$ cat src/hw/rtl/tscd_pkg.sv
// Package for the thumb-shift chord decoder: chord states, key ids, HID codes
// and the kana romanization ROM as constant functions. No dependencies.
package tscd_pkg;

    typedef enum logic [4:0] {
        ST_IDLE = 5'b00001,
        ST_M    = 5'b00010,
        ST_O    = 5'b00100,
        ST_MO   = 5'b01000,
        ST_OM   = 5'b10000
    } chord_state_t;

    localparam logic [5:0] KEY_LAST_CHAR = 6'd32;
    localparam logic [5:0] KEY_LTHUMB    = 6'd33;
    localparam logic [5:0] KEY_RTHUMB    = 6'd34;
    localparam logic [5:0] KEY_ON        = 6'd35;
    localparam logic [5:0] KEY_OFF       = 6'd36;
    localparam logic [5:0] KEY_MOD       = 6'd37;

    localparam logic [1:0] THUMB_NONE  = 2'd0;
    localparam logic [1:0] THUMB_LEFT  = 2'd1;
    localparam logic [1:0] THUMB_RIGHT = 2'd2;

    localparam logic [15:0] TIMEOUT_RESET = 16'd150;
    localparam logic [15:0] OVERLAP_RESET = 16'd20;
    localparam logic [3:0]  MOD_MAX       = 4'd15;

    localparam logic [0:0] CFG_TIMEOUT = 1'b0;
    localparam logic [0:0] CFG_OVERLAP = 1'b1;

    localparam logic [7:0] HID_SPC   = 8'h2C;
    localparam logic [7:0] HID_SLSH  = 8'h38;
    localparam logic [7:0] HID_LANG1 = 8'h90;
    localparam logic [7:0] HID_LANG2 = 8'h91;
    localparam logic [7:0] HID_BSPC  = 8'h2A;

    // One ROM entry: up to three codes and whether the first is shifted.
    typedef struct packed {
        logic [1:0] count;
        logic [7:0] c0;
        logic [7:0] c1;
        logic [7:0] c2;
        logic       shift;
    } taps_t;

    // Letter a-z as HID usage.
    function automatic logic [7:0] lt(input logic [7:0] ch);
        lt = 8'h04 + (ch - 8'h61);
    endfunction

    function automatic taps_t t1(input logic [7:0] a);
        t1 = '{count: 2'd1, c0: a, c1: 8'h00, c2: 8'h00, shift: 1'b0};
    endfunction

    function automatic taps_t t2(input logic [7:0] a, input logic [7:0] b);
        t2 = '{count: 2'd2, c0: a, c1: b, c2: 8'h00, shift: 1'b0};
    endfunction

    function automatic taps_t t3(input logic [7:0] a, input logic [7:0] b,
                                 input logic [7:0] c);
        t3 = '{count: 2'd3, c0: a, c1: b, c2: c, shift: 1'b0};
    endfunction

    function automatic taps_t rom_single(input logic [5:0] k);
        taps_t r;
        r = '0;
        case (k)
            6'd0:  r = t1(8'h37);
            6'd1:  r = t2(lt("k"), lt("a"));
            6'd2:  r = t2(lt("t"), lt("a"));
            6'd3:  r = t2(lt("k"), lt("o"));
            6'd4:  r = t2(lt("s"), lt("a"));
            6'd5:  r = t2(lt("r"), lt("a"));
            6'd6:  r = t2(lt("t"), lt("i"));
            6'd7:  r = t2(lt("k"), lt("u"));
            6'd8:  r = t2(lt("t"), lt("u"));
            6'd9:  r = t1(8'h36);
            6'd10: r = t1(8'h36);
            6'd11: r = t1(8'h33);
            6'd12: r = t1(lt("u"));
            6'd13: r = t2(lt("s"), lt("i"));
            6'd14: r = t2(lt("t"), lt("e"));
            6'd15: r = t2(lt("k"), lt("e"));
            6'd16: r = t2(lt("s"), lt("e"));
            6'd17: r = t2(lt("h"), lt("a"));
            6'd18: r = t2(lt("t"), lt("o"));
            6'd19: r = t2(lt("k"), lt("i"));
            6'd20: r = t1(lt("i"));
            6'd21: r = t2(lt("n"), lt("n"));
            6'd22: r = t1(HID_BSPC);
            6'd23: r = t1(8'h37);
            6'd24: r = t2(lt("h"), lt("i"));
            6'd25: r = t2(lt("s"), lt("u"));
            6'd26: r = t2(lt("h"), lt("u"));
            6'd27: r = t2(lt("h"), lt("e"));
            6'd28: r = t2(lt("m"), lt("e"));
            6'd29: r = t2(lt("s"), lt("o"));
            6'd30: r = t2(lt("n"), lt("e"));
            6'd31: r = t2(lt("h"), lt("o"));
            6'd32: r = t1(HID_SLSH);
            default: r = '0;
        endcase
        return r;
    endfunction

    function automatic taps_t rom_left(input logic [5:0] k);
        taps_t r;
        r = '0;
        case (k)
            6'd0:  r = t2(lt("x"), lt("a"));
            6'd1:  r = t1(lt("e"));
            6'd2:  r = t2(lt("r"), lt("i"));
            6'd3:  r = t3(lt("x"), lt("y"), lt("a"));
            6'd4:  r = t2(lt("r"), lt("e"));
            6'd5:  r = t2(lt("p"), lt("a"));
            6'd6:  r = t2(lt("d"), lt("i"));
            6'd7:  r = t2(lt("g"), lt("u"));
            6'd8:  r = t2(lt("d"), lt("u"));
            6'd9:  r = t2(lt("p"), lt("i"));
            6'd10: r = t1(8'h2F);
            6'd11: r = t1(8'h30);
            6'd12: r = t2(lt("w"), lt("o"));
            6'd13: r = t1(lt("a"));
            6'd14: r = t2(lt("n"), lt("a"));
            6'd15: r = t3(lt("x"), lt("y"), lt("u"));
            6'd16: r = t2(lt("m"), lt("o"));
            6'd17: r = t2(lt("b"), lt("a"));
            6'd18: r = t2(lt("d"), lt("o"));
            6'd19: r = t2(lt("g"), lt("i"));
            6'd20: r = t2(lt("p"), lt("o"));
            6'd22: r = t1(HID_BSPC);
            6'd23: r = t2(lt("x"), lt("u"));
            6'd24: r = t1(8'h2D);
            6'd25: r = t2(lt("r"), lt("o"));
            6'd26: r = t2(lt("y"), lt("a"));
            6'd27: r = t2(lt("x"), lt("o"));
            6'd28: r = t2(lt("p"), lt("u"));
            6'd29: r = t2(lt("z"), lt("o"));
            6'd30: r = t2(lt("p"), lt("e"));
            6'd31: r = t2(lt("b"), lt("o"));
            6'd32: r = '{count: 2'd1, c0: HID_SLSH, c1: 8'h00, c2: 8'h00, shift: 1'b1};
            default: r = '0;
        endcase
        return r;
    endfunction

    function automatic taps_t rom_right(input logic [5:0] k);
        taps_t r;
        r = '0;
        case (k)
            6'd1:  r = t2(lt("g"), lt("a"));
            6'd2:  r = t2(lt("d"), lt("a"));
            6'd3:  r = t2(lt("g"), lt("o"));
            6'd4:  r = t2(lt("z"), lt("a"));
            6'd5:  r = t2(lt("y"), lt("o"));
            6'd6:  r = t2(lt("n"), lt("i"));
            6'd7:  r = t2(lt("r"), lt("u"));
            6'd8:  r = t2(lt("m"), lt("a"));
            6'd9:  r = t2(lt("x"), lt("e"));
            6'd10: r = t1(8'h2F);
            6'd11: r = t1(8'h30);
            6'd12: r = t2(lt("v"), lt("u"));
            6'd13: r = t2(lt("z"), lt("i"));
            6'd14: r = t2(lt("d"), lt("e"));
            6'd15: r = t2(lt("g"), lt("e"));
            6'd16: r = t2(lt("z"), lt("e"));
            6'd17: r = t2(lt("m"), lt("i"));
            6'd18: r = t1(lt("o"));
            6'd19: r = t2(lt("n"), lt("o"));
            6'd20: r = t3(lt("x"), lt("y"), lt("o"));
            6'd21: r = t3(lt("x"), lt("t"), lt("u"));
            6'd22: r = t1(8'h34);
            6'd24: r = t2(lt("b"), lt("i"));
            6'd25: r = t2(lt("z"), lt("u"));
            6'd26: r = t2(lt("b"), lt("u"));
            6'd27: r = t2(lt("b"), lt("e"));
            6'd28: r = t2(lt("n"), lt("u"));
            6'd29: r = t2(lt("y"), lt("u"));
            6'd30: r = t2(lt("m"), lt("u"));
            6'd31: r = t2(lt("w"), lt("a"));
            6'd32: r = t2(lt("x"), lt("o"));
            default: r = '0;
        endcase
        return r;
    endfunction

    // What the chord machine decided to type this event.
    typedef enum logic [3:0] {
        EMIT_NONE  = 4'b0001,
        EMIT_CHAR  = 4'b0010,
        EMIT_THUMB = 4'b0100,
        EMIT_COMBO = 4'b1000
    } emit_t;

    // Decision handed from the chord machine to the tap encoder.
    typedef struct packed {
        emit_t      emit;
        logic       lang;
        logic [7:0] lang_code;
        logic [5:0] chr;
        logic [1:0] thumb;
        logic       layer;
    } decision_t;

endpackage

$ cat src/hw/rtl/tscd_chord_fsm.sv
// Chord state machine: holds the engaged/overlay/modifier state and the pending
// chord, and decides what is typed for each event. Depends on tscd_pkg.
module tscd_chord_fsm
    import tscd_pkg::*;
(
    input  logic        clk,
    input  logic        rst_n,
    input  logic        step,
    input  logic [5:0]  key_id,
    input  logic        pressed,
    input  logic [15:0] time_ms,
    input  logic [15:0] timeout_reg,
    input  logic [15:0] overlap_reg,
    output decision_t   dec
);

    logic         engaged_reg, engaged_next;
    logic         overlay_reg, overlay_next;
    chord_state_t state_reg, state_next;
    logic [5:0]   char_reg, char_next;
    logic [1:0]   thumb_reg, thumb_next;
    logic [15:0]  cstamp_reg, cstamp_next;
    logic [15:0]  tstamp_reg, tstamp_next;
    logic [3:0]   mods_reg, mods_next;

    logic [15:0] g_now_t, g_now_c, g_t_c, g_c_t;
    logic        is_char, is_thumb;
    emit_t       emit;

    assign g_now_t = time_ms - tstamp_reg;
    assign g_now_c = time_ms - cstamp_reg;
    assign g_t_c   = tstamp_reg - cstamp_reg;
    assign g_c_t   = cstamp_reg - tstamp_reg;

    assign is_char  = (key_id <= KEY_LAST_CHAR) && (char_reg == key_id);
    assign is_thumb = (thumb_reg == THUMB_LEFT && key_id == KEY_LTHUMB) ||
                      (thumb_reg == THUMB_RIGHT && key_id == KEY_RTHUMB);

    always_comb
    begin
        engaged_next = engaged_reg;
        overlay_next = overlay_reg;
        state_next   = state_reg;
        char_next    = char_reg;
        thumb_next   = thumb_reg;
        cstamp_next  = cstamp_reg;
        tstamp_next  = tstamp_reg;
        mods_next    = mods_reg;
        emit         = EMIT_NONE;
        dec          = '0;
        dec.emit     = EMIT_NONE;

        if (key_id == KEY_ON || key_id == KEY_OFF) begin
            if (pressed) begin
                dec.lang      = 1'b1;
                dec.lang_code = (key_id == KEY_ON) ? HID_LANG1 : HID_LANG2;
                engaged_next  = (key_id == KEY_ON);
                overlay_next  = (key_id == KEY_ON);
                state_next    = ST_IDLE;
            end
        end else if (key_id <= KEY_RTHUMB && overlay_reg) begin
            if (pressed && key_id <= KEY_LAST_CHAR) begin
                case (state_reg)
                    ST_IDLE: state_next = ST_M;
                    ST_M:    emit = EMIT_CHAR;
                    ST_O:
                    begin
                        if (g_now_t > timeout_reg) begin
                            emit = EMIT_THUMB;
                            state_next = ST_M;
                        end else begin
                            state_next = ST_OM;
                        end
                    end
                    ST_MO:
                    begin
                        if (g_now_t > timeout_reg || g_t_c < g_now_t) begin
                            emit = EMIT_COMBO;
                            state_next = ST_M;
                        end else begin
                            emit = EMIT_CHAR;
                            state_next = ST_OM;
                        end
                    end
                    ST_OM:
                    begin
                        emit = EMIT_COMBO;
                        state_next = ST_M;
                    end
                    default: state_next = ST_IDLE;
                endcase
                char_next   = key_id;
                cstamp_next = time_ms;
            end else if (pressed) begin
                case (state_reg)
                    ST_IDLE: state_next = ST_O;
                    ST_M:
                    begin
                        if (g_now_c > timeout_reg) begin
                            emit = EMIT_CHAR;
                            state_next = ST_O;
                        end else begin
                            state_next = ST_MO;
                        end
                    end
                    ST_O:    emit = EMIT_THUMB;
                    ST_MO:
                    begin
                        emit = EMIT_COMBO;
                        state_next = ST_O;
                    end
                    ST_OM:
                    begin
                        if (g_now_c > timeout_reg || g_c_t < g_now_c) begin
                            emit = EMIT_COMBO;
                            state_next = ST_O;
                        end else begin
                            emit = EMIT_THUMB;
                            state_next = ST_MO;
                        end
                    end
                    default: state_next = ST_IDLE;
                endcase
                thumb_next  = (key_id == KEY_LTHUMB) ? THUMB_LEFT : THUMB_RIGHT;
                tstamp_next = time_ms;
            end else begin
                case (state_reg)
                    ST_M:
                    begin
                        if (is_char) begin
                            emit = EMIT_CHAR;
                            state_next = ST_IDLE;
                        end
                    end
                    ST_O:
                    begin
                        if (is_thumb) begin
                            emit = EMIT_THUMB;
                            state_next = ST_IDLE;
                        end
                    end
                    ST_MO:
                    begin
                        if (is_char) begin
                            if (g_t_c >= g_now_t && g_now_t < overlap_reg) begin
                                emit = EMIT_CHAR;
                                state_next = ST_O;
                            end else begin
                                emit = EMIT_COMBO;
                                state_next = ST_IDLE;
                            end
                        end else if (is_thumb) begin
                            emit = EMIT_COMBO;
                            state_next = ST_IDLE;
                        end
                    end
                    ST_OM:
                    begin
                        if (is_thumb) begin
                            if (g_c_t >= g_now_c && g_now_c < overlap_reg) begin
                                emit = EMIT_THUMB;
                                state_next = ST_M;
                            end else begin
                                emit = EMIT_COMBO;
                                state_next = ST_IDLE;
                            end
                        end else if (is_char) begin
                            emit = EMIT_COMBO;
                            state_next = ST_IDLE;
                        end
                    end
                    default: state_next = state_reg;
                endcase
            end
        end else if (engaged_reg) begin
            if (pressed) begin
                // A plain key types whatever chord is pending first.
                case (state_reg)
                    ST_M:    emit = EMIT_CHAR;
                    ST_O:    emit = EMIT_THUMB;
                    ST_MO:   emit = EMIT_COMBO;
                    ST_OM:   emit = EMIT_COMBO;
                    default: emit = EMIT_NONE;
                endcase
                state_next = ST_IDLE;
                if (key_id == KEY_MOD) begin
                    if (mods_reg == 4'd0) overlay_next = 1'b0;
                    if (mods_reg != MOD_MAX) mods_next = mods_reg + 4'd1;
                end
            end else if (key_id == KEY_MOD) begin
                if (mods_reg <= 4'd1) begin
                    mods_next    = 4'd0;
                    overlay_next = 1'b1;
                end else begin
                    mods_next = mods_reg - 4'd1;
                end
            end
        end

        dec.emit  = emit;
        dec.chr   = char_reg;
        dec.thumb = thumb_reg;
        dec.layer = overlay_next;
    end

    always_ff @(posedge clk or negedge rst_n)
    begin
        if (!rst_n) begin
            engaged_reg <= 1'b0;
            overlay_reg <= 1'b0;
            state_reg   <= ST_IDLE;
            char_reg    <= 6'd0;
            thumb_reg   <= THUMB_NONE;
            cstamp_reg  <= 16'd0;
            tstamp_reg  <= 16'd0;
            mods_reg    <= 4'd0;
        end else if (step) begin
            engaged_reg <= engaged_next;
            overlay_reg <= overlay_next;
            state_reg   <= state_next;
            char_reg    <= char_next;
            thumb_reg   <= thumb_next;
            cstamp_reg  <= cstamp_next;
            tstamp_reg  <= tstamp_next;
            mods_reg    <= mods_next;
        end
    end

endmodule

$ cat config.mk
export PLATFORM = sky130hd
export DESIGN_NAME = tscd_chord_fsm
export DESIGN_NICKNAME = d
export VERILOG_FILES = /design/src/hw/rtl/tscd_pkg.sv /design/src/hw/rtl/tscd_chord_fsm.sv
export SDC_FILE = /design/constraint.sdc
export NUM_CORES = 1
export LEC_CHECK = 0
export ABC_AREA = 0
export CORE_UTILIZATION = 55
export DETAILED_ROUTE_END_ITERATION = 7
export DONT_BUFFER_PORTS = 1
export HOLD_SLACK_MARGIN = 0.08
export PLACE_DENSITY = 0.69
export SLEW_MARGIN = 20
export SYNTH_ARGS = -nofsm -noshare
export SYNTH_HDL_FRONTEND = slang
export SYNTH_SLANG_ARGS = --single-unit
$ cat constraint.sdc
create_clock -name clk -period 7.5 [get_ports clk]
set_clock_uncertainty 0.05 [all_clocks]
set_input_delay 1.5 -clock clk [delete_from_list [all_inputs] [get_ports clk]]
set_output_delay 1.5 -clock clk [all_outputs]
set_load 0.01 [all_outputs]
======== Word level (Yosys, flattened, before mapping) ========
Cells that the tools add are included.
W data, S select, Z words.
storage, ports and cells
  bits in registers ....................... 51
  output and inout bits ................... 22
  logic and storage cells ................. 126
cells by class
  add/subtract/negate cells ............... 6
  order comparisons ....................... 11
  equality and inequality tests ........... 18
  mux-type cells .......................... 59
  bitwise logic cells ..................... 3
  reduce and logical (&&, ||, !) cells .... 21
operators with widths
  operator              number
  $mux W4               21
  $lt A16 B16 Y1        4
  $sub A16 B16 Y16      4
  $mux W5               12
  $pmux W5 S4           3
  $pmux W4 S4           3
  $ge A16 B16 Y1        2
  $gt A16 B16 Y1        2
  $eq A6 B6 Y1 const B  5
  $mux W9               2
  $le A6 B6 Y1 const B  2
  $pmux W4 S3           1
  $mux W1               10
  $reduce_and A5 Y1     2
  $mux W3               3
  $mux W2               4
  $ne A4 B4 Y1 const B  2
  $ne A8 B3 Y1 const B  1
  $logic_and A1 B1 Y1   7
  $eq A6 B6 Y1          1
  $reduce_and A6 Y1     1
  $reduce_or A2 Y1      3
  $eq A5 B1 Y1 const B  1
  $eq A5 B2 Y1 const B  1
  16 further kinds      21

======== Logic depth before layout (Yosys ltp) ========
  depth after elaboration ................. 10
  depth in mapped cells ................... 21
  depth with buffers taken out ............ 21

======== Worst setup path before layout ========
OpenSTA, ideal clock, no wires.
  kind .................................... input-to-output
  start ................................... in time_ms[0]
  end ..................................... out dec[19] (netlist bit)
  data arrival time ....................... 5.145 ns
  required time ........................... 5.950 ns
  setup slack ............................. 0.805 ns
  cell stages on the path ................. 20
  cell sequence ........................... inv_1 ha_1 inv_1 fa_1 a21o_1 a21oi_1 o21ai_0 nand3_1 a31oi_1 a21oi_1 o21ai_0 xnor2_1 ha_1 nand4_1 or4_1 o221ai_1 o221ai_2 o21ai_2 nor2_1 nor3_1
RTL lines
  element          RTL line              text
  start, declared  tscd_chord_fsm.sv:11  input logic [15:0] time_ms,
  end, declared    tscd_chord_fsm.sv:14  output decision_t dec

==> summary by stage <==
Detailed routing
The detailed-route wire length per cell is approximately 19 um. Dividing the detail-routed via count by the number of cells gives between 6 and 7. The overall via count from detail_route is 6975.

The number of violations reported at the end of detailed-routing iteration 0 is just under 700. The post-detailed-route DRC marker count is 0. The number of optimization iterations in the first detailed-route pass is 5. The total routed wirelength is approximately 21 mm. The count of nets left with antenna violations after detail routing is 0.

Logic synthesis
In this run, distinct cell masters in the synthesized netlist total 76. A synthesized cell averages 8.17 sq um. The count of warnings emitted by yosys is 0. In this run, synthesis produced a sequential element count of ~50.

After synthesis, the share of flip-flops with an asynchronous set or reset is 100%. The number of instances in the synthesized netlist is around 1000. The synthesized design contains 0 enable-type register cells. The synthesized netlist occupies a cell area of about 8000 sq um. Among all flip-flop cells after synthesis, the most frequent one is dfrtp_1. The share of the Yosys chip area taken by registers is between 10% and 20%.

Clocking
The clock latency reported for the late side of the worst-skew pair is ~0.31 ns. The clock tree synthesis step divided the H-tree into 2 levels. The number of buffers inserted during clock tree synthesis is 5. The CTS tree is done. For this design, the CTS-stage hold fixing added 0 buffers. Counting every sink on the clock net gives 51. The cell sitting at the root of the clock tree is a clkbuf_16. The CTS clock-pin slew for the worst setup and hold paths is ~0.08 ns. The number of buffers on the longest clock path is 2.

Final layout
Once layout is complete, the utilization of the core stands at between 50% and 60%. The final net count is between 1000 and 1500. The final cell area excluding filler cells is 8270 sq um. Cells with a size suffix above 1 make up 7.30% of the layout.

Compared with the post-synthesis result, the final layout area differs by 3.83%. The number of antenna diodes in the final layout is 0. After the flow finishes, the layout carries non-filler instances totaling between 1000 and 1500.

Pwr
The design draws roughly 1.2 mW. Of the total power, the share spent switching nets is a little over two fifths. Across the VDD grid, the largest voltage drop is just over 0.09 mV.

Summed over all nets, the switching power comes to just over 0.5 mW. The clock network is responsible for about a fifth of the overall power. The internal power of the cells is 0.686 mW. The leakage power is between 4 and 5 nW. The sequential share of power is between 20 and 30%. The fraction of power consumed by combinational cells is 53.3%.

Dividing total power by cell area gives a power density of around 140 nW/um^2.

Place
The routability-driven placement congestion ratio is 0.929. The count of input and output buffers is 0. Before CTS, the worst setup slack after placement is ~0.2 ns. The number of placed instances, taps included, is 1130.

The placed cell area is 8080 sq um. The wire-length estimate of the detail-placed layout is ~17 mm.

Setup path
The data required time at the worst endpoint is between 5 and 6 ns. STA classifies the critical path startpoint as an input pin. The sort of element at the end of the critical path is an output port. The cell count of the worst reg-to-reg path is 21. The kind of critical path is input pin to output port. The critical path arrival is about 5.7 ns. Of all nets on the critical path, the largest fanout is 3.

STA
The least setup slack across all paths after layout is ~0.23 ns. The number of endpoints with negative hold slack in the final report is 0. The number of pins exceeding their max-slew limit in the final report was 0. Based on the critical path, the design can be clocked at up to 137 MHz. The sum of negative setup slack is 0 ns. Setup repair after global routing left no endpoint under its margin. The worst slew margin relative to its limit is 41.7%.

On the final layout, the worst hold slack is ~0.5 ns. The transition time at the pin with the least slew margin is 0.863 ns. The period utilization is a little over nine tenths. Setup violations remaining at the end of the flow were counted as 0. The minimum clock period after layout is a little over 7 ns.

Floorplan
In this run the count of I/O pins placed on the die edge is 80. In this run the vertical extent of the chip is 122 um. The core area is approximately 14000 sq um. For this configuration, the core starts out at a cell density of a little under three fifths. The die extent in x is between 100 and 150 um. The number of standard-cell rows in the floorplan is between 40 and 50. The overall die area is 15000 sq um.

Worst hold path
The number of stages on the worst hold path is 1. The min-delay analysis places its worst path in the category flip-flop to flip-flop.

Global route
The largest net degree at the start of global routing is between 50 and 60. The first global-routing pass estimated about 34 mm of wire. The remaining global-route overflow is 0. The aggregate global-route resource usage is between 20% and 30%. The number of global-route vias before repair is 6612.

The initial antenna violation count is 0.

Run status
The run finished with clean final reports.

Job
The tool flagged a number of max-cap violations equal to 0.
cells in the final DEF, fill, tap and decap left out, types with 5 or more instances in the layout:
cell	netlist	routed
a211oi_1	9	9
a21boi_0	5	5
a21o_1	35	35
a21oi_1	70	68
a22o_1	5	5
a31oi_1	10	10
and2_1	9	9
and3_1	8	8
and4_1	5	5
buf_4	8	8
clkbuf_16	0	5
conb_1	1	5
dfrtp_1	50	50
ha_1	157	157
inv_1	113	113
mux2_2	23	23
nand2_1	55	55
nand2b_1	8	8
nand3_1	21	21
nand3b_1	5	5
nand4_1	15	15
nor2_1	42	42
nor2b_1	12	12
nor3_1	25	24
o211ai_1	13	13
o21a_1	12	12
o21ai_0	66	66
o21bai_1	11	11
o31ai_1	6	6
or2_2	7	7
or3_1	7	7
xnor2_1	46	46
xor2_1	24	24
cell families (layout without fill, tap and decap cells):
kind of cell / count (synthesis) / count (layout) / share of synthesized area, %
AO/OA/AOI/OAI: 285 / 285 / 24.2
multiplexers: 25 / 25 / 3.50
flip-flops: 51 / 51 / 16.0
XOR/XNOR: 70 / 70 / 7.70
adder cells (fa/ha/maj): 161 / 161 / 25.7
buffers and inverters: 149 / 129 / 7.56
AND/OR/NAND/NOR: 233 / 233 / 15.3
other: 1 / 5 / 0.0471
cell usage after synthesis, types with 6 or more instances:
| cell | number | share of area [%] |
|---|---|---|
| a211oi_1 | 9 | 0.85 |
| a21o_1 | 35 | 3.3 |
| a21oi_1 | 70 | 4.4 |
| a31oi_1 | 10 | 0.79 |
| and2_1 | 9 | 0.71 |
| and3_1 | 8 | 0.63 |
| buf_4 | 8 | 0.75 |
| clkbuf_1 | 20 | 0.94 |
| dfrtp_1 | 50 | 16 |
| ha_1 | 157 | 25 |
| inv_1 | 113 | 5.3 |
| mux2_2 | 23 | 3.3 |
| nand2_1 | 55 | 2.6 |
| nand2b_1 | 8 | 0.63 |
| nand3_1 | 21 | 1.3 |
| nand4_1 | 15 | 1.2 |
| nor2_1 | 42 | 2.0 |
| nor2b_1 | 12 | 0.94 |
| nor3_1 | 25 | 1.6 |
| o211ai_1 | 13 | 1.2 |
| o21a_1 | 12 | 1.1 |
| o21ai_0 | 66 | 4.1 |
| o21bai_1 | 11 | 1.0 |
| o31ai_1 | 6 | 0.57 |
| or2_2 | 7 | 0.55 |
| or3_1 | 7 | 0.55 |
| xnor2_1 | 46 | 5.1 |
| xor2_1 | 24 | 2.6 |
worst max-delay path, stage by stage:
cell	delay, ns
inv_1	0.08
ha_1	0.20
inv_1	0.06
fa_1	0.39
a21o_1	0.20
a21oi_2	0.22
o21ai_0	0.14
nand3_1	0.13
a31oi_1	0.16
a21oi_1	0.17
o21ai_0	0.14
xnor2_1	0.16
ha_1	0.32
nand4_1	0.17
or4_1	0.65
o221ai_2	0.24
o221ai_2	0.17
o21ai_2	0.16
nor2_1	0.06
nor3_1	0.22
buf_4	0.17
layout make-up:
type	count	area, sq um
clock buffers	5	125
clock inverters	3	27.5
fillers	1329	5720
inverters	113	424
multi-input cells	779	6130
flip-flops and latches	51	1280
well taps	180	225
repair buffers	8	60.1
per-layer routing:
layer,vias up,wire (um),global-route usage (%)
li1,3464,-,-
met1,3199,9810,40.5
met2,265,9400,45.6
met3,47,1260,3.90
met4,0,648,11.0
met5,-,0,0
repair_timing:
| item | in CTS | in global routing |
|---|---|---|
| resized for setup | 0 | 4 |
| setup buffers | 0 | 1 |
| endpoints found under the hold margin | 0 | 0 |
| setup endpoints to repair | 0 | 2 |
power by group through the flow:
| stage | registers (mW) | logic, mW | clock network (mW) |
|---|---|---|---|
| 2_1_floorplan | 0.304 | 0.466 | 0 |
| 3_3_place_gp | 0.307 | 0.612 | 0 |
| 3_5_place_dp | 0.307 | 0.617 | 0 |
| 4_1_cts | 0.302 | 0.623 | 0.263 |
| 5_1_grt | 0.304 | 0.715 | 0.271 |
| 6_report | 0.302 | 0.637 | 0.256 |
worst paths after layout:
kind	from	end	slack [ns]
worst min register to register	cstamp_reg[8]	cstamp_reg[8]	0.49
worst max-delay path	time_ms[0]	dec[19]	0.23
min in group asynchronous	rst_n	cstamp_reg[2]	0.82
worst max register to register	tstamp_reg[0]	state_reg[1]	2.33
max in group asynchronous	rst_n	state_reg[0]	6.40
worst min-delay path	cstamp_reg[8]	cstamp_reg[8]	0.49
Power figures use the tool's default switching activity.
